--- src/rtl/core/fap_pkg.sv ---
// fap_pkg: shared types, codes and fixed-point constants of the ambisonic panner
// used by every module of the panner core; depends on nothing
`default_nettype none

package fap_pkg;

  // sample width of every input and output channel
  localparam int SAMPLE_BITS = 24;
  // width of the chunk length register and the ramp counter
  localparam int LEN_W = 13;

  // request kinds carried in tuser and in the command queue
  localparam logic [1:0] REQ_DIR   = 2'd0;
  localparam logic [1:0] REQ_POINT = 2'd1;
  localparam logic [1:0] REQ_DIFF  = 2'd2;

  // register indexes (byte address is four times the index)
  localparam logic [1:0] REG_SN3D  = 2'd0;
  localparam logic [1:0] REG_ACN   = 2'd1;
  localparam logic [1:0] REG_CHUNK = 2'd2;

  // gains in Q2.22
  localparam logic [23:0] W_FUMA_Q22    = 24'd2965821;
  localparam logic [23:0] W_SN3D_Q22    = 24'd4194304;
  localparam logic [23:0] DIFF_SN3D_Q22 = 24'd5931642;

  // register bank as seen by the front and back
  typedef struct packed {
    logic             sn3d_norm;
    logic             acn_order;
    logic [LEN_W-1:0] chunk_length;
  } cfg_t;

  // one queued command: direction targets (W,X,Y,Z low to high), a point
  // sample in the low lane, or four diffuse samples (W,X,Y,Z low to high)
  typedef struct packed {
    logic [1:0]  kind;
    logic [95:0] data;
  } cmd_t;

endpackage

`default_nettype wire

--- src/rtl/core/fap_back.sv ---
// fap_back: weight ramp, step division, weighting multiplies, saturation and
// output register of the panner; uses fap_pkg
`default_nettype none

module fap_back #(
  parameter int MAX_CHUNK_LEN = 4096
) (
  input  wire            clk,
  input  wire            rst,
  input  fap_pkg::cfg_t  cfg,
  input  wire            pop_valid,
  output logic           pop_ready,
  input  fap_pkg::cmd_t  pop_cmd,
  output logic           out_valid,
  input  wire            out_ready,
  output logic [96:0]    out_word
);

  localparam int LW = fap_pkg::LEN_W;
  localparam int SB = fap_pkg::SAMPLE_BITS;
  localparam logic signed [47:0] SMAX = (48'sd1 <<< (SB - 1)) - 48'sd1;
  localparam logic signed [47:0] SMIN = -(48'sd1 <<< (SB - 1));

  localparam logic [2:0] B_IDLE = 3'd0;
  localparam logic [2:0] B_DSET = 3'd1;
  localparam logic [2:0] B_DIV  = 3'd2;
  localparam logic [2:0] B_UPD  = 3'd3;
  localparam logic [2:0] B_MUL  = 3'd4;
  localparam logic [2:0] B_RND  = 3'd5;
  localparam logic [2:0] B_OUT  = 3'd6;

  logic [2:0]         state;
  logic signed [23:0] tgt  [4];
  logic signed [39:0] cur  [4];
  logic signed [39:0] step [4];
  logic [LW-1:0]      ramp;
  logic [LW-1:0]      len;
  logic [1:0]         k;
  logic signed [23:0] smp;
  logic               neg;
  logic [41:0]        dq;
  logic [LW-1:0]      drem;
  logic [5:0]         cnt;
  logic signed [44:0] p_hi;
  logic signed [43:0] p_lo;
  logic [23:0]        v [4];
  logic               clip;

  logic [LW-1:0]      len_eff;
  logic signed [41:0] diff;
  logic [LW:0]        rs;
  logic               dge;
  logic [41:0]        dq_next;
  logic signed [47:0] rnd;
  logic [24:0]        sat_m;
  logic signed [49:0] dprod;
  logic [24:0]        sat_d [4];

  // clamp to the signed sample range, top bit flags a clamp
  function automatic logic [24:0] sat(input logic signed [47:0] x);
    logic [24:0] res;
    if (x > SMAX) res = {1'b1, SMAX[23:0]};
    else if (x < SMIN) res = {1'b1, SMIN[23:0]};
    else res = {1'b0, x[23:0]};
    return res;
  endfunction

  // effective ramp length
  always_comb begin
    if (cfg.chunk_length == '0) len_eff = LW'(1);
    else if ({4'd0, cfg.chunk_length} > 17'(MAX_CHUNK_LEN)) len_eff = LW'(MAX_CHUNK_LEN);
    else len_eff = cfg.chunk_length;
  end

  // step division datapath, one quotient bit a cycle
  assign diff    = {{2{tgt[k][23]}}, tgt[k], 16'd0} - {{2{cur[k][39]}}, cur[k]};
  assign rs      = {drem, dq[41]};
  assign dge     = rs >= {1'b0, len};
  assign dq_next = {dq[40:0], dge};

  // rounding of the weighted sample to Q1.23
  always_comb begin
    logic signed [47:0] b;
    b     = $signed({{4{p_lo[43]}}, p_lo}) + (48'sd1 <<< 37);
    rnd   = ($signed({{3{p_hi[44]}}, p_hi}) + (b >>> 19)) >>> 19;
    sat_m = sat(rnd);
  end

  // diffuse path: W gain for SN3D, the rest passes through
  always_comb begin
    logic signed [49:0] wr;
    dprod = 50'($signed(pop_cmd.data[23:0])) *
            50'($signed({1'b0, fap_pkg::DIFF_SN3D_Q22}));
    wr    = (dprod + (50'sd1 <<< 21)) >>> 22;
    if (cfg.sn3d_norm) sat_d[0] = sat(wr[47:0]);
    else sat_d[0] = {1'b0, pop_cmd.data[23:0]};
    for (int i = 1; i < 4; i++) sat_d[i] = {1'b0, pop_cmd.data[24*i +: 24]};
  end

  assign pop_ready = (state == B_IDLE);

  // command sequencer
  always_ff @(posedge clk) begin
    if (rst) begin
      state <= B_IDLE;
      ramp  <= '0;
      for (int i = 0; i < 4; i++) begin
        tgt[i]  <= '0;
        cur[i]  <= '0;
        step[i] <= '0;
      end
    end else begin
      case (state)
        B_IDLE: begin
          if (pop_valid) begin
            case (pop_cmd.kind)
              fap_pkg::REQ_DIR: begin
                for (int i = 0; i < 4; i++) tgt[i] <= pop_cmd.data[24*i +: 24];
                len   <= len_eff;
                k     <= 2'd0;
                state <= B_DSET;
              end
              fap_pkg::REQ_POINT: begin
                smp   <= pop_cmd.data[23:0];
                state <= B_UPD;
              end
              fap_pkg::REQ_DIFF: begin
                for (int i = 0; i < 4; i++) v[i] <= sat_d[i][23:0];
                clip  <= sat_d[0][24];
                state <= B_OUT;
              end
              default: state <= B_IDLE;
            endcase
          end
        end
        B_DSET: begin
          neg   <= diff[41];
          dq    <= diff[41] ? 42'(-diff) : diff;
          drem  <= '0;
          cnt   <= 6'd41;
          state <= B_DIV;
        end
        B_DIV: begin
          drem <= dge ? LW'(rs - {1'b0, len}) : rs[LW-1:0];
          dq   <= dq_next;
          cnt  <= cnt - 6'd1;
          if (cnt == 6'd0) begin
            step[k] <= neg ? 40'(-dq_next) : dq_next[39:0];
            if (k == 2'd3) begin
              ramp  <= len;
              state <= B_IDLE;
            end else begin
              k     <= k + 2'd1;
              state <= B_DSET;
            end
          end
        end
        B_UPD: begin
          // step the ramp, snap to the targets on its last sample
          if (ramp != '0) begin
            for (int i = 0; i < 4; i++) begin
              cur[i] <= (ramp == LW'(1)) ? {tgt[i], 16'd0} : cur[i] + step[i];
            end
            ramp <= ramp - LW'(1);
          end
          clip  <= 1'b0;
          k     <= 2'd0;
          state <= B_MUL;
        end
        B_MUL: begin
          p_hi  <= 45'($signed(cur[k][39:19])) * 45'(smp);
          p_lo  <= 44'($signed({1'b0, cur[k][18:0]})) * 44'(smp);
          state <= B_RND;
        end
        B_RND: begin
          v[k] <= sat_m[23:0];
          clip <= clip | sat_m[24];
          if (k == 2'd3) begin
            state <= B_OUT;
          end else begin
            k     <= k + 2'd1;
            state <= B_MUL;
          end
        end
        B_OUT: begin
          if (!out_valid || out_ready) state <= B_IDLE;
        end
        default: state <= B_IDLE;
      endcase
    end
  end

  // output register, channel order chosen at load time
  always_ff @(posedge clk) begin
    if (rst) begin
      out_valid <= 1'b0;
    end else if (state == B_OUT && (!out_valid || out_ready)) begin
      out_valid <= 1'b1;
    end else if (out_ready) begin
      out_valid <= 1'b0;
    end
  end

  always_ff @(posedge clk) begin
    if (state == B_OUT && (!out_valid || out_ready)) begin
      if (cfg.acn_order) out_word <= {clip, v[1], v[3], v[2], v[0]};
      else out_word <= {clip, v[3], v[2], v[1], v[0]};
    end
  end

endmodule

`default_nettype wire

--- config.mk ---
export PLATFORM = sky130hd
export DESIGN_NAME = fap_back
export DESIGN_NICKNAME = d
export VERILOG_FILES = /design/src/rtl/core/fap_pkg.sv /design/src/rtl/core/fap_back.sv
export SDC_FILE = /design/constraint.sdc
export NUM_CORES = 2
export LEC_CHECK = 0
export CAP_MARGIN = 15
export CORE_UTILIZATION = 46
export DETAILED_ROUTE_END_ITERATION = 7
export DONT_BUFFER_PORTS = 1
export PLACE_DENSITY_LB_ADDON = 0.15
export SYNTH_ARGS = -nofsm -noshare
export SYNTH_HDL_FRONTEND = slang
export SYNTH_SLANG_ARGS = --single-unit
--- constraint.sdc ---
create_clock -name clk -period 9.4 [get_ports clk]
set_clock_uncertainty 0.1 [all_clocks]
set_input_delay 1.41 -clock clk [delete_from_list [all_inputs] [get_ports clk]]
set_output_delay 1.41 -clock clk [all_outputs]
set_load 0.02 [all_outputs]
==> impl_metrics.toml <==
[outcome]
status = "finished, final reports clean"

[detailed_routing]
drt_pass1_iterations = 6
route.detailed.drc = 0
wl_mm = 301
via_per_inst = 5.71
final_antenna_net_count = 0
via_count = 68200
met3_length_mm = 19.7
drtIter0Drc = 5585
wl_per_cell_um = 25.2
wl_met2_mm = 144
highest_layer = "met5"
m1WireLength_mm = 122

[critical_path]
start_kind = "flop"
arrival_ns = 9.53
cp_max_fo = 14
slowest_delay_ns = 0.62
worstSetupEndpointType = "flop"
critPathTopFamily = "adder cells"
crit_type = "flop to flop"
crit_required_ns = 9.81
slowest_stage = "mux4_2"
crit_buf_inv = 8
cp_common_cell = "fa_1"

[synth]
netlist_instances = 9234
ys.flop_type = "edfxtp_1"
synthesis.area_um2 = 91800
synth.distinct_cells = 105
postSynthAreaPerCell_um2 = 9.94
ys_warn_count = 0
yosysMostFrequentCell = "inv_1"
synth_top_cell_area_share_pct = 26.4
synth_area_leaders = "fa_1, edfxtp_1, ha_1, inv_1, nand2_1"
synth.largest_area_cell = "fa_1"
async_flop_share_pct = 0
synth_commonest_cells = "inv_1, fa_1, nand2_1, edfxtp_1, ha_1"
synth_fp_nets = 11300
ys_ff_latch = 800
synth_edf_count = 781
yosysSeqAreaShare_pct = 26.0

[cells_and_area]
multiInputGateArea_um2 = 60900
final_nets = 11200
register_area_um2 = 23800
syn_to_final_growth_pct = 7.92
final_area_um2 = 99100
utilization_pct = 50.1
num-fill-cells = 18500
drive_above_1_share_pct = 6.80

[sta]
max_slew.worst_pin.slew_ns = 1.26
hold_violations = 0
setup_tns_ns = 0
maxSlewViolCount = 0
fin_ws_ns = 0.280
post-route-period-util_pct = 97.0
fmax_ghz = 0.110
relSlewSlack_pct = 15.8
min_period_ns = 9.12
finalSetupViolations = 0

[place]
place.gp.congestion = 0.935
dpl.hpwl_mm = 239
portBuffers = 0
place_ws_ns = -0.00461
placed_area_um2 = 95600

[floorplan]
rows = 163
coreArea_um2 = 198000
io_pins = 216
die_h_um = 449
start_util_pct = 46.4
fp.dieArea_um2 = 201000
die_w_um = 449

[cts]
clk_pin_slew_ns = 0.06
clock_path_buffers = 3
clkSinkCount = 800
cts_max_level = 3
ctsHoldBuffers = 0
clock_latency_ns = 0.80
cts_buffers = 95
tritoncts = "done"
clock-root-buffer = "clkbuf_16"

[grt]
antenna_found_initial = 42
grt_pass1_vias = 70800
grt_use_total_pct = 30.0
gr-total-overflow = 0
grt_pass1_wl_mm = 453
grt_max_degree = 99

[job]
drv_cap = 0

[worst_hold_path]
hold_class = "flop to flop"
## area by class of cell
type                       count  share of cell area, %
antenna                       56                  0.141
clock buffer                 120                   2.51
clock inverter                56                  0.726
inverter                    1518                   5.75
multi-input combinational   6523                   61.4
sequential                   800                   24.1
tap                         2640                   3.33
timing repair buffer         230                   2.04
## layout by cell type (no fill, tap or decap), drive strengths merged, types with 48 or more instances in the layout
cell type,synthesis,final
xnor2,250,250
and2,374,374
diode,0,56
nor3,98,98
nand2b,79,79
ha,735,735
and3,143,143
nor2b,71,71
a211oi,88,88
o21ai,287,287
inv,1518,1520
buf,71,230
nor2,568,568
a21oi,395,395
o21a,48,48
nand3,100,100
clkbuf,322,120
edfxtp,781,781
or3,52,52
nand4,63,63
mux2,90,90
mux4,64,64
nand2,1037,1037
a31oi,52,52
a21o,140,140
fa,1211,1211
xor2,130,130
## layer usage
layer,track usage (%),up-vias
met5,0,-
met4,14.0,10
met3,4.59,539
met2,49.4,2517
met1,39.0,34900
li1,-,30300
## flip-flops by register name, summed over array words and instances (netlist names), named ones only
name	cells
clip	1
cnt	6
cur	160
dq	42
drem	13
k	2
len	13
neg	1
out_valid	1
out_word	97
p_hi	45
p_lo	25
ramp	13
smp	24
state	3
step	160
tgt	96
v	96
## what timing repair did
| item | 4_1_cts | 5_1_grt |
|---|---|---|
| gates resized for setup | 0 | 4 |
| setup buffers | 6 | 2 |
| setup endpoints to repair | 1 | 7 |
## logic make-up (layout without fill, tap and decap cells)
logic type / after synthesis / count (layout) / synth area share (%)
AOI/OAI and AO/OA: 1294 / 1294 / 8.99
muxes: 166 / 166 / 2.80
buffers and inverters: 1911 / 1924 / 7.88
adders and majority gates: 1947 / 1947 / 36.4
xor gates and xnor gates: 380 / 380 / 3.63
other: 0 / 56 / 0
and+or+nand+nor: 2736 / 2736 / 14.3
DFF: 800 / 800 / 26.0
## stage by stage
| stage | hold WS, ns | instances |
|---|---|---|
| 2_1_floorplan | 0.300 | 9234 |
| 3_3_place_gp | 0.349 | 11700 |
| 3_5_place_dp | 0.312 | 11700 |
| 4_1_cts | 0.354 | 11900 |
| 5_1_grt | 0.360 | 11900 |
| 6_report | 0.350 | 11900 |
## worst paths after layout
path | from | end | slack, ns | depth (start not counted)
max | flop | p_hi[40] | 0.28 | 26
min | v[0][23] | out_word[23] | 0.35 | 0
max reg2reg | flop | p_hi[40] | 0.28 | 26
min reg2reg | v[0][23] | out_word[23] | 0.35 | 0
## worst register-to-register path, stage by stage (launching register included)
cell and delay [ns]:
dfxtp_4 0.51, buf_4 0.25, mux4_2 0.62, buf_12 0.25
nand2_1 0.09, fa_1 0.54, inv_1 0.05, fa_1 0.54
inv_1 0.06, fa_1 0.51, inv_1 0.06, fa_1 0.55
inv_1 0.06, fa_1 0.48, inv_1 0.05, fa_1 0.49
fa_1 0.42, ha_1 0.43, and3_1 0.27, a311oi_2 0.53
a211oi_1 0.16, buf_4 0.18, o31ai_1 0.51, a2111oi_0 0.31
or3b_2 0.52, a21oi_1 0.20, xnor2_1 0.13
Power is left out: the tool's default activity adds up to more than one toggle a clock period on the data nets, which glitch-free logic cannot reach.
