[src/rtl/core/fap_pkg.sv]
// fap_pkg: shared types, codes and fixed-point constants of the ambisonic panner
// used by every module of the panner core; depends on nothing
`default_nettype none

package fap_pkg;

  // sample width of every input and output channel
  localparam int SAMPLE_BITS = 24;
  // width of the chunk length register and the ramp counter
  localparam int LEN_W = 13;

  // request kinds carried in tuser and in the command queue
  localparam logic [1:0] REQ_DIR   = 2'd0;
  localparam logic [1:0] REQ_POINT = 2'd1;
  localparam logic [1:0] REQ_DIFF  = 2'd2;

  // register indexes (byte address is four times the index)
  localparam logic [1:0] REG_SN3D  = 2'd0;
  localparam logic [1:0] REG_ACN   = 2'd1;
  localparam logic [1:0] REG_CHUNK = 2'd2;

  // gains in Q2.22
  localparam logic [23:0] W_FUMA_Q22    = 24'd2965821;
  localparam logic [23:0] W_SN3D_Q22    = 24'd4194304;
  localparam logic [23:0] DIFF_SN3D_Q22 = 24'd5931642;

  // register bank as seen by the front and back
  typedef struct packed {
    logic             sn3d_norm;
    logic             acn_order;
    logic [LEN_W-1:0] chunk_length;
  } cfg_t;

  // one queued command: direction targets (W,X,Y,Z low to high), a point
  // sample in the low lane, or four diffuse samples (W,X,Y,Z low to high)
  typedef struct packed {
    logic [1:0]  kind;
    logic [95:0] data;
  } cmd_t;

endpackage

`default_nettype wire

[src/rtl/core/fap_front.sv]
// fap_front: accepts input items, forwards samples and turns positions into
// unit-vector targets (shift, sum of squares, bit-serial root and divide); uses fap_pkg
`default_nettype none

module fap_front (
  input  wire                 clk,
  input  wire                 rst,
  input  wire                 in_valid,
  output logic                in_ready,
  input  wire  [1:0]          in_kind,
  input  wire  [215:0]        in_data,
  input  fap_pkg::cfg_t       cfg,
  output logic                push_valid,
  input  wire                 push_ready,
  output fap_pkg::cmd_t       push_cmd
);

  localparam logic [2:0] F_IDLE   = 3'd0;
  localparam logic [2:0] F_SHIFT  = 3'd1;
  localparam logic [2:0] F_SQ     = 3'd2;
  localparam logic [2:0] F_SQRT   = 3'd3;
  localparam logic [2:0] F_DIVSET = 3'd4;
  localparam logic [2:0] F_DIV    = 3'd5;
  localparam logic [2:0] F_PUSH   = 3'd6;

  logic [2:0]  state;
  logic [31:0] mag [3];
  logic [2:0]  sgn;
  logic [31:0] mx;
  logic [1:0]  k;
  logic [63:0] sq;
  logic [63:0] acc;
  logic [63:0] n;
  logic [63:0] r;
  logic [63:0] bitv;
  logic [31:0] norm;
  logic [54:0] rem;
  logic [54:0] dsh;
  logic [22:0] q;
  logic [4:0]  cnt;
  logic [23:0] tw;
  logic [23:0] tgt [3];

  logic [31:0] mag_in [3];
  logic [31:0] mx_in;
  logic [31:0] mag_k;
  logic [63:0] rb;
  logic        ge;
  logic [22:0] q_next;
  logic        accept;

  assign in_ready = (state == F_IDLE) && push_ready;
  assign accept   = in_valid && in_ready;

  // magnitudes of the incoming position and their maximum
  always_comb begin
    for (int i = 0; i < 3; i++) begin
      mag_in[i] = in_data[32*i+31] ? 32'(-in_data[32*i +: 32]) : in_data[32*i +: 32];
    end
    mx_in = mag_in[0];
    if (mag_in[1] > mx_in) mx_in = mag_in[1];
    if (mag_in[2] > mx_in) mx_in = mag_in[2];
  end

  // component picked by the shared square and divide steps
  always_comb begin
    case (k)
      2'd0:    mag_k = mag[0];
      2'd1:    mag_k = mag[1];
      2'd2:    mag_k = mag[2];
      default: mag_k = mag[0];
    endcase
  end

  assign rb     = r + bitv;
  assign ge     = rem >= dsh;
  assign q_next = {q[21:0], ge};

  // queue write: samples pass straight through, targets after the sequence
  always_comb begin
    push_valid = (state == F_PUSH) ||
                 (accept && (in_kind == fap_pkg::REQ_POINT || in_kind == fap_pkg::REQ_DIFF));
    if (state == F_PUSH) begin
      push_cmd.kind = fap_pkg::REQ_DIR;
      push_cmd.data = {tgt[2], tgt[1], tgt[0], tw};
    end else if (in_kind == fap_pkg::REQ_POINT) begin
      push_cmd.kind = fap_pkg::REQ_POINT;
      push_cmd.data = {72'd0, in_data[119:96]};
    end else begin
      push_cmd.kind = fap_pkg::REQ_DIFF;
      push_cmd.data = in_data[215:120];
    end
  end

  // direction sequencer
  always_ff @(posedge clk) begin
    if (rst) begin
      state <= F_IDLE;
    end else begin
      case (state)
        F_IDLE: begin
          if (accept && in_kind == fap_pkg::REQ_DIR) begin
            for (int i = 0; i < 3; i++) begin
              mag[i] <= mag_in[i];
              sgn[i] <= in_data[32*i+31];
              tgt[i] <= 24'd0;
            end
            mx <= mx_in;
            tw <= cfg.sn3d_norm ? fap_pkg::W_SN3D_Q22 : fap_pkg::W_FUMA_Q22;
            state <= (mx_in == 32'd0) ? F_PUSH : F_SHIFT;
          end
        end
        F_SHIFT: begin
          if (mx[31:30] == 2'b00) begin
            for (int i = 0; i < 3; i++) mag[i] <= {mag[i][30:0], 1'b0};
            mx <= {mx[30:0], 1'b0};
          end else begin
            k     <= 2'd0;
            acc   <= 64'd0;
            state <= F_SQ;
          end
        end
        F_SQ: begin
          // square one component, add the previous one
          if (k != 2'd3) sq <= 64'(mag_k) * 64'(mag_k);
          if (k != 2'd0) acc <= acc + sq;
          if (k == 2'd3) begin
            n     <= acc + sq;
            r     <= 64'd0;
            bitv  <= 64'd1 << 62;
            state <= F_SQRT;
          end
          k <= k + 2'd1;
        end
        F_SQRT: begin
          if (n >= rb) begin
            n <= n - rb;
            r <= (r >> 1) + bitv;
          end else begin
            r <= r >> 1;
          end
          bitv <= bitv >> 2;
          if (bitv[0]) begin
            norm  <= (n >= rb) ? 32'((r >> 1) + bitv) : 32'(r >> 1);
            k     <= 2'd0;
            state <= F_DIVSET;
          end
        end
        F_DIVSET: begin
          rem   <= ({23'd0, mag_k} << 22) + {23'd0, norm >> 1};
          dsh   <= {1'b0, norm, 22'd0};
          q     <= 23'd0;
          cnt   <= 5'd22;
          state <= F_DIV;
        end
        F_DIV: begin
          if (ge) rem <= rem - dsh;
          dsh <= dsh >> 1;
          q   <= q_next;
          cnt <= cnt - 5'd1;
          if (cnt == 5'd0) begin
            tgt[k] <= sgn[k] ? 24'(-{1'b0, q_next}) : {1'b0, q_next};
            if (k == 2'd2) begin
              state <= F_PUSH;
            end else begin
              k     <= k + 2'd1;
              state <= F_DIVSET;
            end
          end
        end
        F_PUSH: begin
          if (push_ready) state <= F_IDLE;
        end
        default: state <= F_IDLE;
      endcase
    end
  end

endmodule

`default_nettype wire

[config.mk]
export PLATFORM = sky130hd
export DESIGN_NAME = fap_front
export DESIGN_NICKNAME = d
export VERILOG_FILES = /design/src/rtl/core/fap_pkg.sv /design/src/rtl/core/fap_front.sv
export SDC_FILE = /design/constraint.sdc
export NUM_CORES = 2
export LEC_CHECK = 0
export BUFFER_PORTS_ARGS = -buffer_cell sky130_fd_sc_hd__buf_2
export CORE_UTILIZATION = 67
export CTS_BUF_LIST = sky130_fd_sc_hd__clkbuf_16
export CTS_CLUSTER_DIAMETER = 60
export CTS_CLUSTER_SIZE = 16
export DETAILED_ROUTE_END_ITERATION = 8
export PLACE_DENSITY_LB_ADDON = 0.1
export SYNTH_ARGS = -nofsm -noshare
export SYNTH_HDL_FRONTEND = slang
export SYNTH_SLANG_ARGS = --single-unit
export TNS_END_PERCENT = 30
[constraint.sdc]
create_clock -name clk -period 38.8 [get_ports clk]
set_clock_uncertainty 0.15 [all_clocks]
set_input_delay 1.94 -clock clk [delete_from_list [all_inputs] [get_ports clk]]
set_output_delay 1.94 -clock clk [all_outputs]
set_load 0.02 [all_outputs]
==> reports/summary.json <==
{
  "cts.htree.levels": 3,
  "totalWireLength_um": 219600,
  "final-max-slew-violation-count": 0,
  "syn_nets": 9753,
  "numClockSinks": 665,
  "multi_input_area_um2": 49720,
  "crit_required_ns": 39.08,
  "floorplan.io_pins": 337,
  "globalRouteTotalUtil": 0.3915,
  "grt_overflow_total": 0,
  "drt.antenna.violating_nets": 0,
  "cts_root_buffer": "sky130_fd_sc_hd__clkbuf_16",
  "hold_viol": 0,
  "maxClockFrequency_mhz": 83.87,
  "core_area_um2": 110800,
  "clock_latency_ns": 0.66,
  "ys_async_sr_fraction": 0,
  "cts-root-to-sink-buffers": 3,
  "setup.worst_path.end_class": "register",
  "yosysWarnings": 0,
  "dieArea_um2": 113300,
  "floorplan.die.height_um": 336.6,
  "wl_per_cell_um": 22.34,
  "grt_start_max_net_pins": 118,
  "portBuffers": 322,
  "yosysUniqueCellTypes": 88,
  "worst-r2r-setup-slack_ns": 26.88,
  "start_util": 0.6770,
  "globalplace.congestion": 0.9922,
  "vias_per_cell": 6.248,
  "hold_buf_count_cts": 0,
  "synth_enable_flop_cells": 662,
  "area_delta_synth_final_pct": 7.567,
  "synthesis.area_um2": 75020,
  "seq_area_frac_synth": 0.2658,
  "synth.top_cells.by_area": "sky130_fd_sc_hd__edfxtp_1 (26%), sky130_fd_sc_hd__fa_1 (22%), sky130_fd_sc_hd__ha_1 (9.9%), sky130_fd_sc_hd__inv_1 (5.6%), sky130_fd_sc_hd__nor2_1 (4.4%)",
  "setup_violations": 0,
  "finalCritPeriodShare": 0.3073,
  "cts-resized-gates": 0,
  "count_of_maximum_capacitance_violations": 0,
  "grt_pass1_wl_um": 340000,
  "final_nets": 9932,
  "dpl.hpwl_um": 167400,
  "timing.setup.tns_ns": 0,
  "min_period_ns": 11.92,
  "dr.pass1.iters": 6,
  "routed-via-count": 61420,
  "cp_common_cell": "sky130_fd_sc_hd__fa_1",
  "final_layout_size_suffix_gt1_frac": 0.07804,
  "result_of_the_run": "finished clean",
  "fill_cells": 8333,
  "critical_path.max_fanout": 26,
  "seq_area_um2": 19940,
  "die_x_um": 336.6,
  "rsz_0062_raised_after_global_routing": "no",
  "post_synthesis_area_per_instance_um2": 9.246,
  "drt_first_iter_violations": 6458,
  "dominantRegCellSynth": "sky130_fd_sc_hd__edfxtp_1",
  "crit_path_max_incr_delay_ns": 1.01,
  "cts_tree": "yes",
  "hold_path.class": "register to register",
  "vias_in_the_first_global_route": 61090,
  "post_synthesis_cell_count": 8114,
  "placementRows": 122,
  "synth_seq_cells": 665,
  "critical_path.slowest_cell": "sky130_fd_sc_hd__clkinv_1",
  "post_synth_top_area_cell": "sky130_fd_sc_hd__edfxtp_1",
  "path_class": "register to register",
  "clk_pin_slew_worst_paths_ns": 0.07,
  "slew_headroom": 0.1573,
  "worst_pin_slew_ns": 1.263,
  "antenna_found_initial": 4,
  "insertedDiodeCount": 0,
  "drc_errors": 0,
  "cts_inserted_buffers": 71,
  "synth_top_area_share": 0.2650,
  "post-cts-setup-buffer-count": 0,
  "arrival_ns": 12.20,
  "worstSetupStartpointType": "register"
}
layout by cell type (no fill, tap or decap), types with 73 or more instances in the layout:
master and instances:
sky130_fd_sc_hd__a21o_1 199, sky130_fd_sc_hd__a21oi_1 397, sky130_fd_sc_hd__a31oi_1 83, sky130_fd_sc_hd__and2_1 104, sky130_fd_sc_hd__buf_2 322, sky130_fd_sc_hd__buf_4 116
sky130_fd_sc_hd__clkbuf_16 73, sky130_fd_sc_hd__edfxtp_1 662, sky130_fd_sc_hd__fa_1 811, sky130_fd_sc_hd__ha_1 589, sky130_fd_sc_hd__inv_1 1130, sky130_fd_sc_hd__nand2_1 825
sky130_fd_sc_hd__nand3_1 84, sky130_fd_sc_hd__nand3b_1 84, sky130_fd_sc_hd__nand4_1 86, sky130_fd_sc_hd__nor2_1 886, sky130_fd_sc_hd__nor3_1 80, sky130_fd_sc_hd__o21ai_0 386
sky130_fd_sc_hd__xnor2_1 245, sky130_fd_sc_hd__xor2_1 229
critical path: cells and delay by family, from the launching register on:
| family | cells | cell delay [ns] |
|---|---|---|
| buf+inv | 7 | 2.29 |
| flops | 1 | 0.49 |
| simple gates | 1 | 0.64 |
| fa+ha+maj | 10 | 4.44 |
| compound gates | 11 | 3.36 |
| xor+xnor | 1 | 0.30 |
per-layer routing:
| metal | track usage | vias to the layer above | wire length, um |
|---|---|---|---|
| met4 | 0.2061 | 8 | 13620 |
| met2 | 0.5951 | 3273 | 96260 |
| met3 | 0.08547 | 775 | 23170 |
| li1 | - | 27650 | - |
| met5 | 0 | - | 53 |
| met1 | 0.5281 | 29720 | 86500 |
registers in the layout, indices dropped and copies added (netlist names), 5 cells and up:
| signal | count |
|---|---|
| cnt | 5 |
| norm | 32 |
| n | 64 |
| mx | 32 |
| mag | 96 |
| r | 64 |
| acc | 64 |
| tgt | 72 |
| rem | 55 |
| q | 22 |
| sq | 63 |
| bitv | 32 |
| dsh | 54 |
synth_stat cells, drive strengths merged (84+ instances only):
| cell type | instances |
|---|---|
| nand3 | 84 |
| xor2 | 229 |
| ha | 591 |
| and2 | 104 |
| nor2 | 889 |
| fa | 811 |
| nand2 | 827 |
| clkbuf | 295 |
| a21o | 199 |
| nand4 | 86 |
| a21oi | 409 |
| o21ai | 391 |
| xnor2 | 245 |
| edfxtp | 662 |
| nand3b | 84 |
| inv | 1129 |
area by class of cell:
type	instances	share of cell area
Clock buffer	73	0.02264
Tap cell	1488	0.02307
Clock inverter	49	0.007442
Sequential cell	665	0.2471
Inverter	1136	0.05284
Multi-Input combinational cell	5981	0.6162
Timing Repair Buffer	438	0.03076
kinds of logic (layout without fill, tap and decap cells):
group / Yosys count / after routing / synth area share
AND/OR/NAND/NOR: 2483 / 2483 / 0.1505
AO/OA/AOI/OAI: 1568 / 1568 / 0.1324
buffers and inverters: 1468 / 1696 / 0.07360
adder cells (fa/ha/maj): 1402 / 1402 / 0.3150
flip-flops: 665 / 665 / 0.2658
XOR/XNOR: 474 / 474 / 0.05534
multiplexers: 54 / 54 / 0.007372
per-stage QoR:
step | cell area [um^2] | utilization | hold WS, ns | std cells | setup slack, ns
2_1_floorplan | 75020 | - | 0.3336 | 8114 | 21.29
3_3_place_gp | 78270 | 0.7063 | 0.3382 | 9708 | 27.28
3_5_place_dp | 78270 | 0.7063 | 0.3692 | 9708 | 27.18
4_1_cts | 80700 | 0.7282 | 0.3760 | 9830 | 27.15
5_1_grt | 80700 | 0.7282 | 0.3972 | 9830 | 26.55
6_report | 80700 | 0.7282 | 0.3752 | 9830 | 26.88
path summary, 6_finish.rpt:
kind / startpoint / endpoint / cells past startpoint
worst max register to register: k[0]$_SDFFCE_PN0P_ / sq[57]$_DFFE_PP_ / 30
worst max-delay path: k[0]$_SDFFCE_PN0P_ / sq[57]$_DFFE_PP_ / 30
worst min-delay path: mx[22]$_DFFE_PP_ / mx[23]$_DFFE_PP_ / 2
worst min register to register: mx[22]$_DFFE_PP_ / mx[23]$_DFFE_PP_ / 2
Power is left out: the tool's default activity adds up to more than one toggle a clock period on the data nets, which glitch-free logic cannot reach.
