===== config.mk =====
export PLATFORM = sky130hd
export DESIGN_NAME = fap_queue
export DESIGN_NICKNAME = d
export VERILOG_FILES = /design/src/rtl/core/fap_pkg.sv /design/src/rtl/core/fap_queue.sv
export SDC_FILE = /design/constraint.sdc
export NUM_CORES = 1
export LEC_CHECK = 0
export ABC_CLOCK_PERIOD_IN_PS = 4800
export BUFFER_PORTS_ARGS = -buffer_cell sky130_fd_sc_hd__buf_2
export CAP_MARGIN = 20
export CORE_MARGIN = 2
export CORE_UTILIZATION = 30
export DETAILED_ROUTE_END_ITERATION = 8
export SKIP_LAST_GASP = 1
export SLEW_MARGIN = 30
export SYNTH_ARGS = -nofsm -noshare
export SYNTH_HDL_FRONTEND = slang
export SYNTH_SLANG_ARGS = --single-unit

===== constraint.sdc =====
create_clock -name clk -period 4.8 [get_ports clk]
set_clock_uncertainty 0.1 [all_clocks]
set_input_delay 0 -clock clk [delete_from_list [all_inputs] [get_ports clk]]
set_output_delay 0 -clock clk [all_outputs]
set_load 0.03 [all_outputs]

===== src/rtl/core/fap_pkg.sv =====
// fap_pkg: shared types, codes and fixed-point constants of the ambisonic panner
// used by every module of the panner core; depends on nothing
`default_nettype none

package fap_pkg;

  // sample width of every input and output channel
  localparam int SAMPLE_BITS = 24;
  // width of the chunk length register and the ramp counter
  localparam int LEN_W = 13;

  // request kinds carried in tuser and in the command queue
  localparam logic [1:0] REQ_DIR   = 2'd0;
  localparam logic [1:0] REQ_POINT = 2'd1;
  localparam logic [1:0] REQ_DIFF  = 2'd2;

  // register indexes (byte address is four times the index)
  localparam logic [1:0] REG_SN3D  = 2'd0;
  localparam logic [1:0] REG_ACN   = 2'd1;
  localparam logic [1:0] REG_CHUNK = 2'd2;

  // gains in Q2.22
  localparam logic [23:0] W_FUMA_Q22    = 24'd2965821;
  localparam logic [23:0] W_SN3D_Q22    = 24'd4194304;
  localparam logic [23:0] DIFF_SN3D_Q22 = 24'd5931642;

  // register bank as seen by the front and back
  typedef struct packed {
    logic             sn3d_norm;
    logic             acn_order;
    logic [LEN_W-1:0] chunk_length;
  } cfg_t;

  // one queued command: direction targets (W,X,Y,Z low to high), a point
  // sample in the low lane, or four diffuse samples (W,X,Y,Z low to high)
  typedef struct packed {
    logic [1:0]  kind;
    logic [95:0] data;
  } cmd_t;

endpackage

`default_nettype wire


===== src/rtl/core/fap_queue.sv =====
// fap_queue: two-entry command queue between the front and the back
// uses fap_pkg for the command type
`default_nettype none

module fap_queue (
  input  wire            clk,
  input  wire            rst,
  input  wire            push_valid,
  output logic           push_ready,
  input  fap_pkg::cmd_t  push_cmd,
  output logic           pop_valid,
  input  wire            pop_ready,
  output fap_pkg::cmd_t  pop_cmd
);

  fap_pkg::cmd_t mem [2];
  logic          wp;
  logic          rp;
  logic [1:0]    count;
  logic          do_push;
  logic          do_pop;

  assign push_ready = (count != 2'd2);
  assign pop_valid  = (count != 2'd0);
  assign pop_cmd    = mem[rp];
  assign do_push    = push_valid && push_ready;
  assign do_pop     = pop_valid && pop_ready;

  // storage
  always_ff @(posedge clk) begin
    if (do_push) mem[wp] <= push_cmd;
  end

  // pointers and fill level
  always_ff @(posedge clk) begin
    if (rst) begin
      wp    <= 1'b0;
      rp    <= 1'b0;
      count <= 2'd0;
    end else begin
      if (do_push) wp <= ~wp;
      if (do_pop) rp <= ~rp;
      if (do_push && !do_pop) count <= count + 2'd1;
      else if (do_pop && !do_push) count <= count - 2'd1;
    end
  end

endmodule

`default_nettype wire


==> report_table.html, run 1 <==
<table>
<tr><th>Metric</th><th>Value</th></tr>
<tr><th colspan="2">Critical path</th></tr>
<tr><td>Critical path buffer and inverter count</td><td>3</td></tr>
<tr><td>Endpoint of the most critical register-to-register path</td><td>mem[0][43]$_DFFE_PP_</td></tr>
<tr><td>Origin of the critical flop-to-flop path</td><td>count[0]$_SDFFE_PP0P_</td></tr>
<tr><td>Arrival time of data at the critical path endpoint</td><td>2.52 ns</td></tr>
<tr><td>Peak fanout along the critical path</td><td>37</td></tr>
<tr><td>Required time at the endpoint of the critical path</td><td>4.70 ns</td></tr>
<tr><td>Slack of the worst reg-to-reg path</td><td>2.25 ns</td></tr>
<tr><td>Family with the most delay on the worst path</td><td>buffers and inverters</td></tr>
<tr><td>Library cell contributing the largest single delay on the critical path</td><td>sky130_fd_sc_hd__dfxtp_4</td></tr>
<tr><td>Cell depth of the worst flop-to-flop path</td><td>4</td></tr>
<tr><td>Sort of element at the start of the critical path</td><td>flop</td></tr>
<tr><td>Type of destination of the critical path</td><td>output port</td></tr>
<tr><td>Series of cell instances along the critical path</td><td>buf_12 -&gt; buf_4 -&gt; mux2_2 -&gt; buf_2</td></tr>
<tr><td>Critical Path Max Stage Delay</td><td>0.62 ns</td></tr>
<tr><td>Worst Setup Path Type</td><td>reg -&gt; out</td></tr>
<tr><th colspan="2">STA</th></tr>
<tr><td>Setup WS post-layout</td><td>2.18 ns</td></tr>
<tr><td>Slew of the pin with the lowest slew margin</td><td>0.901 ns</td></tr>
<tr><td>Shortest clock period the worst path allows after layout</td><td>2.62 ns</td></tr>
<tr><td>Max-slew headroom at the worst pin</td><td>39.9%</td></tr>
<tr><td>Maximum clock frequency</td><td>381 MHz</td></tr>
<tr><td>Hold Fails Final Rpt</td><td>0</td></tr>
<tr><td>RSZ-0062 raised after global routing</td><td>false</td></tr>
<tr><td>TNS Setup</td><td>0 ns</td></tr>
<tr><td>Final slew viol count</td><td>0</td></tr>
<tr><td>Final period util</td><td>54.6%</td></tr>
<tr><td>Total setup violations reported at the end of the flow</td><td>0</td></tr>
<tr><th colspan="2">CTS</th></tr>
<tr><td>Number of buffers created by CTS</td><td>22</td></tr>
<tr><td>Clock transition at the registers of the reported paths</td><td>0.06 ns</td></tr>
<tr><td>Post-CTS setup repair buffer count</td><td>0</td></tr>
<tr><td>Bufs on Longest Clock Path</td><td>3</td></tr>
<tr><td>Number of hold buffers added after cts</td><td>102</td></tr>
<tr><td>CTS tree</td><td>done</td></tr>
<tr><td>CTS H-tree depth</td><td>1</td></tr>
<tr><td>Clock sinks</td><td>201</td></tr>
<tr><td>Clock root cell</td><td>sky130_fd_sc_hd__clkbuf_16</td></tr>
<tr><td>Count of cells resized by post-cts repair</td><td>0</td></tr>
<tr><td>Clock insertion delay at the later pin of the skew report</td><td>0.49 ns</td></tr>
<tr><th colspan="2">Cells and area</th></tr>
<tr><td>Diode insertion count for antenna repair</td><td>0</td></tr>
<tr><td>Final layout net count</td><td>753</td></tr>
<tr><td>Area occupied by registers</td><td>0.00599 mm^2</td></tr>
<tr><td>Layout Utilization</td><td>43.2%</td></tr>
<tr><td>Count of fill cells added during filler insertion</td><td>2,185</td></tr>
<tr><td>Fin area</td><td>0.0105 mm^2</td></tr>
<tr><td>Total area of multi-input combinational cells</td><td>0.00130 mm^2</td></tr>
<tr><td>Ratio of cells with drive above 1 in the final layout</td><td>51.1%</td></tr>
<tr><td>Area Overhead vs Synth</td><td>42.2%</td></tr>
<tr><th colspan="2">Detailed routing</th></tr>
<tr><td>Number of remaining DRC errors</td><td>0</td></tr>
<tr><td>Average wire length per cell after detail routing</td><td>14.9 um</td></tr>
<tr><td>First-iteration detailed-routing DRC count</td><td>153</td></tr>
<tr><td>Via count</td><td>4,131</td></tr>
<tr><td>First-pass iteration count of the detailed router</td><td>4</td></tr>
<tr><td>Vias per Instance</td><td>4.17</td></tr>
<tr><td>Routed Wire Length</td><td>14,800 um</td></tr>
<tr><td>Antenna Violating Nets Remaining</td><td>0</td></tr>
<tr><th colspan="2">Global routing</th></tr>
<tr><td>Antenna violations before repair</td><td>0</td></tr>
<tr><td>M2 GR Usage</td><td>20.3%</td></tr>
<tr><td>Global-route wire length before repair</td><td>23,000 um</td></tr>
<tr><td>GR Util met3</td><td>3.15%</td></tr>
<tr><td>Met1 track utilization from global routing</td><td>12.3%</td></tr>
<tr><td>Vias in the first global route</td><td>4,499</td></tr>
<tr><td>Most used routing layer in global routing</td><td>met2</td></tr>
<tr><td>All-Layer GR Usage</td><td>11.1%</td></tr>
<tr><td>Maximum number of pins on one net before global-route repair</td><td>71</td></tr>
<tr><td>Sum of overflow across all layers after global routing</td><td>0</td></tr>
<tr><th colspan="2">Die</th></tr>
<tr><td>Number of cell rows</td><td>57</td></tr>
<tr><td>Core region area</td><td>0.0242 mm^2</td></tr>
<tr><td>Total I/O pin count</td><td>202</td></tr>
<tr><td>Height of the die</td><td>161 um</td></tr>
<tr><td>Die width</td><td>161 um</td></tr>
<tr><td>Initial standard-cell utilization of the core</td><td>30.4%</td></tr>
<tr><td>Die Area</td><td>0.0258 mm^2</td></tr>
<tr><th colspan="2">Synthesis</th></tr>
<tr><td>Top-area cell type share of the netlist area</td><td>79.9%</td></tr>
<tr><td>Top FF cell, synth</td><td>sky130_fd_sc_hd__edfxtp_1</td></tr>
<tr><td>Area share of fa/ha/maj cells after synthesis</td><td>0.170%</td></tr>
<tr><td>Synth Register Bits</td><td>201</td></tr>
<tr><td>Top cells by area, synth</td><td>sky130_fd_sc_hd__edfxtp_1 80%, sky130_fd_sc_hd__mux2_2 12%, sky130_fd_sc_hd__mux2_4 4.1%</td></tr>
<tr><td>Net Count, Synth</td><td>432</td></tr>
<tr><td>Yosys Warn Count</td><td>0</td></tr>
<tr><td>Distinct cell type count of the synthesized netlist</td><td>19</td></tr>
<tr><td>Post-Synth XOR/XNOR Area</td><td>0.357%</td></tr>
<tr><td>Async set-reset flop share out of synthesis</td><td>0%</td></tr>
<tr><td>Mux contribution to synthesized area</td><td>16.0%</td></tr>
<tr><td>Post-synthesis area per instance</td><td>22.4 um^2</td></tr>
<tr><td>Cell count after synthesis</td><td>329</td></tr>
<tr><td>Cell type with the highest aggregate area in the netlist</td><td>sky130_fd_sc_hd__edfxtp_1</td></tr>
<tr><td>Sequential share of the synthesized area</td><td>81.3%</td></tr>
<tr><td>Synth Area in Compound Gates</td><td>0.408%</td></tr>
<tr><td>Combinational family with the most area after synthesis</td><td>multiplexers</td></tr>
<tr><td>Number of synthesized flops with an enable pin</td><td>196</td></tr>
<tr><td>Commonest cells post-synth</td><td>196 x sky130_fd_sc_hd__edfxtp_1, 78 x sky130_fd_sc_hd__mux2_2, 20 x sky130_fd_sc_hd__mux2_4</td></tr>
<tr><td>Simple-gate share of the synthesized area</td><td>0.679%</td></tr>
<tr><td>Total standard cell area after synthesis</td><td>0.00737 mm^2</td></tr>
<tr><td>Most common cell in the netlist</td><td>sky130_fd_sc_hd__edfxtp_1</td></tr>
<tr><th colspan="2">Pwr</th></tr>
<tr><td>Leak pwr</td><td>0.00394 uW</td></tr>
<tr><td>Final Power</td><td>5470 uW</td></tr>
<tr><td>Peak supply drop</td><td>0.323 mV</td></tr>
<tr><td>Power density relative to cell area</td><td>522 mW/mm^2</td></tr>
<tr><th colspan="2">Placement</th></tr>
<tr><td>Post-detailed-placement half-perimeter wirelength</td><td>9150 um</td></tr>
<tr><td>Routability congestion estimate from global placement</td><td>0.729</td></tr>
<tr><td>Buffers added on ports</td><td>201</td></tr>
<tr><td>Place WS</td><td>2.25 ns</td></tr>
<tr><td>DP Area</td><td>0.00873 mm^2</td></tr>
<tr><th colspan="2">Min path</th></tr>
<tr><td>Path class of the lowest-slack min-delay path</td><td>in -&gt; reg</td></tr>
<tr><td>Instance count along the most critical hold path</td><td>2</td></tr>
<tr><td>Min-Delay Startpoint</td><td>push_cmd[25]</td></tr>
<tr><td>Hold worst-path end</td><td>mem[1][25]$_DFFE_PP_</td></tr>
<tr><th colspan="2">Run status</th></tr>
<tr><td>Outcome</td><td>finished clean</td></tr>
<tr><th colspan="2">Job</th></tr>
<tr><td>Max-cap violations</td><td>0</td></tr>
</table>
## placed cells by master (no fill, tap or decap), types with 2 or more instances in the layout
cell type / count
sky130_fd_sc_hd__dfxtp_1: 4
sky130_fd_sc_hd__edfxtp_1: 196
sky130_fd_sc_hd__clkbuf_16: 23
sky130_fd_sc_hd__clkinv_2: 5
sky130_fd_sc_hd__mux2_2: 78
sky130_fd_sc_hd__o21ai_0: 2
sky130_fd_sc_hd__clkinv_1: 4
sky130_fd_sc_hd__dlygate4sd3_1: 102
sky130_fd_sc_hd__mux2_4: 20
sky130_fd_sc_hd__buf_12: 2
sky130_fd_sc_hd__xor2_1: 3
sky130_fd_sc_hd__buf_4: 3
sky130_fd_sc_hd__buf_2: 201
sky130_fd_sc_hd__a21oi_1: 2
sky130_fd_sc_hd__clkbuf_1: 5
sky130_fd_sc_hd__nor2_1: 3
## where the power goes
part	switching, uW	leakage, uW	internal (uW)	total (uW)
clock network	631	0.000335	931	1560
registers	89.5	0.00187	2200	2290
logic	1000	0.00173	616	1620
## through the flow
step	instances	hold WS (ns)
2_1_floorplan	329	-0.0309
3_3_place_gp	846	0.0881
3_5_place_dp	846	0.0935
4_1_cts	988	0.0970
5_1_grt	990	0.108
6_report	990	0.129
## sequential cells by signal (all words and copies together) (netlist names), named ones only
| name | cells |
|---|---|
| mem | 196 |
| count | 2 |
| rp | 1 |
| wp | 1 |
## worst reg2reg max path: stages (launching register included)
cell and delay, ns:
sky130_fd_sc_hd__dfxtp_1 0.41, sky130_fd_sc_hd__nand2b_1 0.22, sky130_fd_sc_hd__nand3b_1 0.17, sky130_fd_sc_hd__inv_4 0.65, sky130_fd_sc_hd__buf_4 0.61
## metal layers
layer | up-vias | routed length (um)
met5 | - | 0
met4 | 0 | 398
met3 | 30 | 946
met2 | 151 | 7400
met1 | 2004 | 6050
li1 | 1946 | -
## cell families after synthesis
| family | after synthesis |
|---|---|
| adders and majority gates | 1 |
| buffers and inverters | 12 |
| and+or+nand+nor | 9 |
| xor gates and xnor gates | 3 |
| AOI/OAI and AO/OA | 5 |
| DFF | 201 |
| muxes | 98 |
## final cells by class
cell class,count,share of cell area (%)
Tap cell,324,3.87
Multi-Input combinational cell,116,12.4
Sequential cell,201,57.2
Timing Repair Buffer,308,19.9
Inverter,1,0.0597
Clock inverter,12,0.848
Clock buffer,28,5.67
## worst max-delay path by stage
stage	to	slack [ns]	cells past startpoint
after global routing	pop_cmd[93]	2.01	4
final	pop_cmd[97]	2.18	4
after CTS	pop_cmd[24]	1.97	3
after global placement	mem[0][65]$_DFFE_PP_	2.35	4
after floorplan	mem[1][0]$_DFFE_PP_	1.10	2
after detailed placement	mem[0][49]$_DFFE_PP_	2.25	4
No activity file was read; power rests on OpenSTA's default activity.
==> run 2, diff against run 1 <==
--- a/config.mk
+++ b/config.mk
@@ -5,7 +5,8 @@
 export SDC_FILE = /design/constraint.sdc
 export NUM_CORES = 1
 export LEC_CHECK = 0
-export ABC_CLOCK_PERIOD_IN_PS = 4800
+export ABC_AREA = 1
+export ABC_CLOCK_PERIOD_IN_PS = 2200
 export BUFFER_PORTS_ARGS = -buffer_cell sky130_fd_sc_hd__buf_2
 export CAP_MARGIN = 20
 export CORE_MARGIN = 2
==> constraint.sdc (replaced) <==
create_clock -name clk -period 2.2 [get_ports clk]
set_clock_uncertainty 0.1 [all_clocks]
set_input_delay 0 -clock clk [delete_from_list [all_inputs] [get_ports clk]]
set_output_delay 0 -clock clk [all_outputs]
set_load 0.03 [all_outputs]
==> run 2 against run 1 <==
  * Routed wire length increased by 1.0%
  * Register-to-register slack worse by 1.5 ns
  * Sequential power is 120% higher
  * Non-clock buffer count is the same
  * Worst hold slack improved by 0.017 ns
  * Critical path type unchanged
  * Largest cell class unchanged
  * Largest power group unchanged
==> report_table.html, run 2 <==
<table>
<tr><th>Metric</th><th>Value</th></tr>
<tr><th colspan="2">Run status</th></tr>
<tr><td>Outcome</td><td>finished clean</td></tr>
<tr><th colspan="2">Critical path</th></tr>
<tr><td>Critical Path Max Stage Delay</td><td>0.40 ns</td></tr>
<tr><td>Series of cell instances along the critical path</td><td>buf_12 -&gt; mux2_2 -&gt; buf_2</td></tr>
<tr><td>Slack of the worst reg-to-reg path</td><td>0.71 ns</td></tr>
<tr><td>Library cell contributing the largest single delay on the critical path</td><td>sky130_fd_sc_hd__mux2_2</td></tr>
<tr><td>Sort of element at the start of the critical path</td><td>flop</td></tr>
<tr><td>Family with the most delay on the worst path</td><td>buffers and inverters</td></tr>
<tr><td>Worst Setup Path Type</td><td>reg -&gt; out</td></tr>
<tr><td>Critical path buffer and inverter count</td><td>2</td></tr>
<tr><td>Arrival time of data at the critical path endpoint</td><td>1.82 ns</td></tr>
<tr><td>Required time at the endpoint of the critical path</td><td>2.10 ns</td></tr>
<tr><td>Type of destination of the critical path</td><td>output port</td></tr>
<tr><td>Peak fanout along the critical path</td><td>71</td></tr>
<tr><th colspan="2">STA</th></tr>
<tr><td>Max-slew headroom at the worst pin</td><td>70.3%</td></tr>
<tr><td>Tightest hold margin</td><td>0.146 ns</td></tr>
<tr><td>Final slew viol count</td><td>0</td></tr>
<tr><td>RSZ-0062 raised after global routing</td><td>false</td></tr>
<tr><td>Shortest clock period the worst path allows after layout</td><td>1.92 ns</td></tr>
<tr><td>Maximum clock frequency</td><td>521 MHz</td></tr>
<tr><td>Final period util</td><td>87.2%</td></tr>
<tr><td>Total setup violations reported at the end of the flow</td><td>0</td></tr>
<tr><td>Slew of the pin with the lowest slew margin</td><td>0.446 ns</td></tr>
<tr><td>Hold Fails Final Rpt</td><td>0</td></tr>
<tr><th colspan="2">CTS</th></tr>
<tr><td>Bufs on Longest Clock Path</td><td>3</td></tr>
<tr><td>CTS H-tree depth</td><td>1</td></tr>
<tr><td>Post-CTS setup repair buffer count</td><td>0</td></tr>
<tr><td>Clock sinks</td><td>201</td></tr>
<tr><td>CTS tree</td><td>done</td></tr>
<tr><td>Clock insertion delay at the later pin of the skew report</td><td>0.48 ns</td></tr>
<tr><td>Clock transition at the registers of the reported paths</td><td>0.05 ns</td></tr>
<tr><td>Clock root cell</td><td>sky130_fd_sc_hd__clkbuf_16</td></tr>
<tr><td>Number of buffers created by CTS</td><td>21</td></tr>
<tr><td>Count of cells resized by post-cts repair</td><td>0</td></tr>
<tr><th colspan="2">Job</th></tr>
<tr><td>Max-cap violations</td><td>0</td></tr>
<tr><th colspan="2">Pwr</th></tr>
<tr><td>Power density relative to cell area</td><td>1110 mW/mm^2</td></tr>
<tr><td>Peak supply drop</td><td>0.615 mV</td></tr>
<tr><td>Switching part of the total power</td><td>30.8%</td></tr>
<tr><td>Switching power total</td><td>3590 uW</td></tr>
<tr><td>Internal power</td><td>8070 uW</td></tr>
<tr><td>Power share of the sequential group</td><td>42.6%</td></tr>
<tr><td>Leak pwr</td><td>0.00396 uW</td></tr>
<tr><td>Part of the total power dissipated in the clock network</td><td>28.2%</td></tr>
<tr><td>Combinational power share</td><td>29.3%</td></tr>
<tr><th colspan="2">Synthesis</th></tr>
<tr><td>Total standard cell area after synthesis</td><td>0.00738 mm^2</td></tr>
<tr><td>Most common cell in the netlist</td><td>sky130_fd_sc_hd__edfxtp_1</td></tr>
<tr><td>Distinct cell type count of the synthesized netlist</td><td>14</td></tr>
<tr><td>Top-area cell type share of the netlist area</td><td>79.7%</td></tr>
<tr><td>Cell type with the highest aggregate area in the netlist</td><td>sky130_fd_sc_hd__edfxtp_1</td></tr>
<tr><td>Top cells by area, synth</td><td>sky130_fd_sc_hd__edfxtp_1 80%, sky130_fd_sc_hd__mux2_2 12%, sky130_fd_sc_hd__mux2_4 4.1%</td></tr>
<tr><td>Post-synthesis area per instance</td><td>21.6 um^2</td></tr>
<tr><td>Async set-reset flop share out of synthesis</td><td>0%</td></tr>
<tr><td>Cell count after synthesis</td><td>342</td></tr>
<tr><td>Number of synthesized flops with an enable pin</td><td>196</td></tr>
<tr><td>Commonest cells post-synth</td><td>196 x sky130_fd_sc_hd__edfxtp_1, 78 x sky130_fd_sc_hd__mux2_2, 20 x sky130_fd_sc_hd__mux2_4</td></tr>
<tr><td>Net Count, Synth</td><td>445</td></tr>
<tr><td>Yosys Warn Count</td><td>0</td></tr>
<tr><td>Synth Register Bits</td><td>201</td></tr>
<tr><td>Top FF cell, synth</td><td>sky130_fd_sc_hd__edfxtp_1</td></tr>
<tr><td>Sequential share of the synthesized area</td><td>81.1%</td></tr>
<tr><th colspan="2">Cells and area</th></tr>
<tr><td>Register with the highest flop count</td><td>mem</td></tr>
<tr><td>Area occupied by registers</td><td>0.00599 mm^2</td></tr>
<tr><td>Largest registers in the final layout</td><td>mem x196, count x2</td></tr>
<tr><td>Count of fill cells added during filler insertion</td><td>2,158</td></tr>
<tr><td>Ratio of cells with drive above 1 in the final layout</td><td>50.1%</td></tr>
<tr><td>Area Overhead vs Synth</td><td>42.2%</td></tr>
<tr><td>Flip-flop count of the largest register after layout</td><td>196</td></tr>
<tr><td>Leading cell type in the layout, fill and taps excluded</td><td>sky130_fd_sc_hd__buf_2</td></tr>
<tr><td>Final layout net count</td><td>765</td></tr>
<tr><td>Total area of multi-input combinational cells</td><td>0.00132 mm^2</td></tr>
<tr><td>Highest-count cells in the layout ignoring fill and taps</td><td>201 x sky130_fd_sc_hd__buf_2, 196 x sky130_fd_sc_hd__edfxtp_1, 101 x sky130_fd_sc_hd__dlygate4sd3_1</td></tr>
<tr><td>Fin area</td><td>0.0105 mm^2</td></tr>
<tr><th colspan="2">Global routing</th></tr>
<tr><td>Vias in the first global route</td><td>4,626</td></tr>
<tr><td>All-Layer GR Usage</td><td>11.4%</td></tr>
<tr><td>Antenna violations before repair</td><td>1</td></tr>
<tr><td>Global-route wire length before repair</td><td>23,400 um</td></tr>
<tr><td>Sum of overflow across all layers after global routing</td><td>0</td></tr>
<tr><td>Maximum number of pins on one net before global-route repair</td><td>72</td></tr>
<tr><th colspan="2">Die</th></tr>
<tr><td>Height of the die</td><td>161 um</td></tr>
<tr><td>Die Area</td><td>0.0259 mm^2</td></tr>
<tr><td>Die width</td><td>161 um</td></tr>
<tr><td>Total I/O pin count</td><td>202</td></tr>
<tr><td>Initial standard-cell utilization of the core</td><td>30.4%</td></tr>
<tr><td>Number of cell rows</td><td>57</td></tr>
<tr><td>Core region area</td><td>0.0242 mm^2</td></tr>
<tr><th colspan="2">Detailed routing</th></tr>
<tr><td>Via count</td><td>4,208</td></tr>
<tr><td>Routed Wire Length</td><td>14,900 um</td></tr>
<tr><td>Antenna Violating Nets Remaining</td><td>0</td></tr>
<tr><td>Number of remaining DRC errors</td><td>0</td></tr>
<tr><td>Average wire length per cell after detail routing</td><td>15.0 um</td></tr>
<tr><td>First-pass iteration count of the detailed router</td><td>4</td></tr>
<tr><td>First-iteration detailed-routing DRC count</td><td>193</td></tr>
<tr><td>Vias per Instance</td><td>4.22</td></tr>
<tr><th colspan="2">Placement</th></tr>
<tr><td>Buffers added on ports</td><td>201</td></tr>
<tr><td>Post-detailed-placement half-perimeter wirelength</td><td>9360 um</td></tr>
<tr><td>Routability congestion estimate from global placement</td><td>0.686</td></tr>
<tr><td>DP Area</td><td>0.00886 mm^2</td></tr>
<tr><th colspan="2">Min path</th></tr>
<tr><td>Path class of the lowest-slack min-delay path</td><td>in -&gt; reg</td></tr>
</table>
-- run 2: changes by cell type after synthesis, sizes merged, moves of 2 or more --
| cell | previous run | this run |
|---|---|---|
| inv | 1 | 8 |
| nor2 | 3 | 7 |
| nand3 | 0 | 2 |
| xor2 | 3 | 0 |
| nand2 | 0 | 9 |
-- run 2: kinds of logic (layout without fill, tap and decap cells) --
logic type | count (synthesis) | in the layout | share of synthesized area [%]
compound gates | 4 | 4 | 0.271
mux | 98 | 98 | 16.0
buf+inv | 19 | 350 | 1.49
other cells | 0 | 1 | 0
flops | 201 | 201 | 81.1
simple gates | 19 | 19 | 1.03
fa+ha+maj | 1 | 1 | 0.169
-- run 2: worst paths after layout --
check / startpoint / cells after the start / endpoint
min reg2reg: rp$_SDFFE_PP0P_ / 2 / flop
min: push_cmd[17] / 2 / mem[1][17]$_DFFE_PP_
max: flop / 3 / pop_cmd[15]
max reg2reg: count[0]$_SDFFE_PP0P_ / 5 / mem[0][89]$_DFFE_PP_
-- run 2: through the flow --
stage	setup WS (ns)	utilization [%]	power [uW]	TNS, ns	std cells
final	0.281	43.3	11700	0	998
after global routing	0.193	43.3	12200	0	998
after CTS	0.247	43.3	11800	0	997
after detailed placement	0.721	36.5	8370	0	862
after global placement	0.753	36.5	8300	0	862
after floorplan	-0.362	-	7430	-68.92	342
-- run 2: metal layers --
layer / wire, um / up-vias / GRT usage [%]
met4: 267 / 0 / 3.08
met2: 7600 / 148 / 20.6
met1: 5880 / 2055 / 12.9
met5: 0 / - / 0
met3: 1200 / 24 / 3.67
li1: - / 1981 / -
-- run 2: power groups by stage --
stage,clock network [uW],registers [uW],logic [uW]
2_1_floorplan,0,5030,2400
5_1_grt,3570,5020,3630
3_3_place_gp,0,5020,3270
4_1_cts,3400,4970,3460
6_report,3290,4970,3420
3_5_place_dp,0,5050,3310
-- run 2: final cells by class --
class / instances / share of cell area (%)
multi-input combinational: 122 / 12.5
timing repair buffer: 308 / 20.2
antenna: 1 / 0.0238
tap: 324 / 3.86
clock buffer: 29 / 5.29
sequential: 201 / 57.1
clock inverter: 5 / 0.703
inverter: 8 / 0.286
-- run 2: repair_timing --
item / in CTS / in global routing
endpoints found under the hold margin: 201 / 0
endpoints found under the setup margin: 0 / 0
hold buffers: 101 / 0
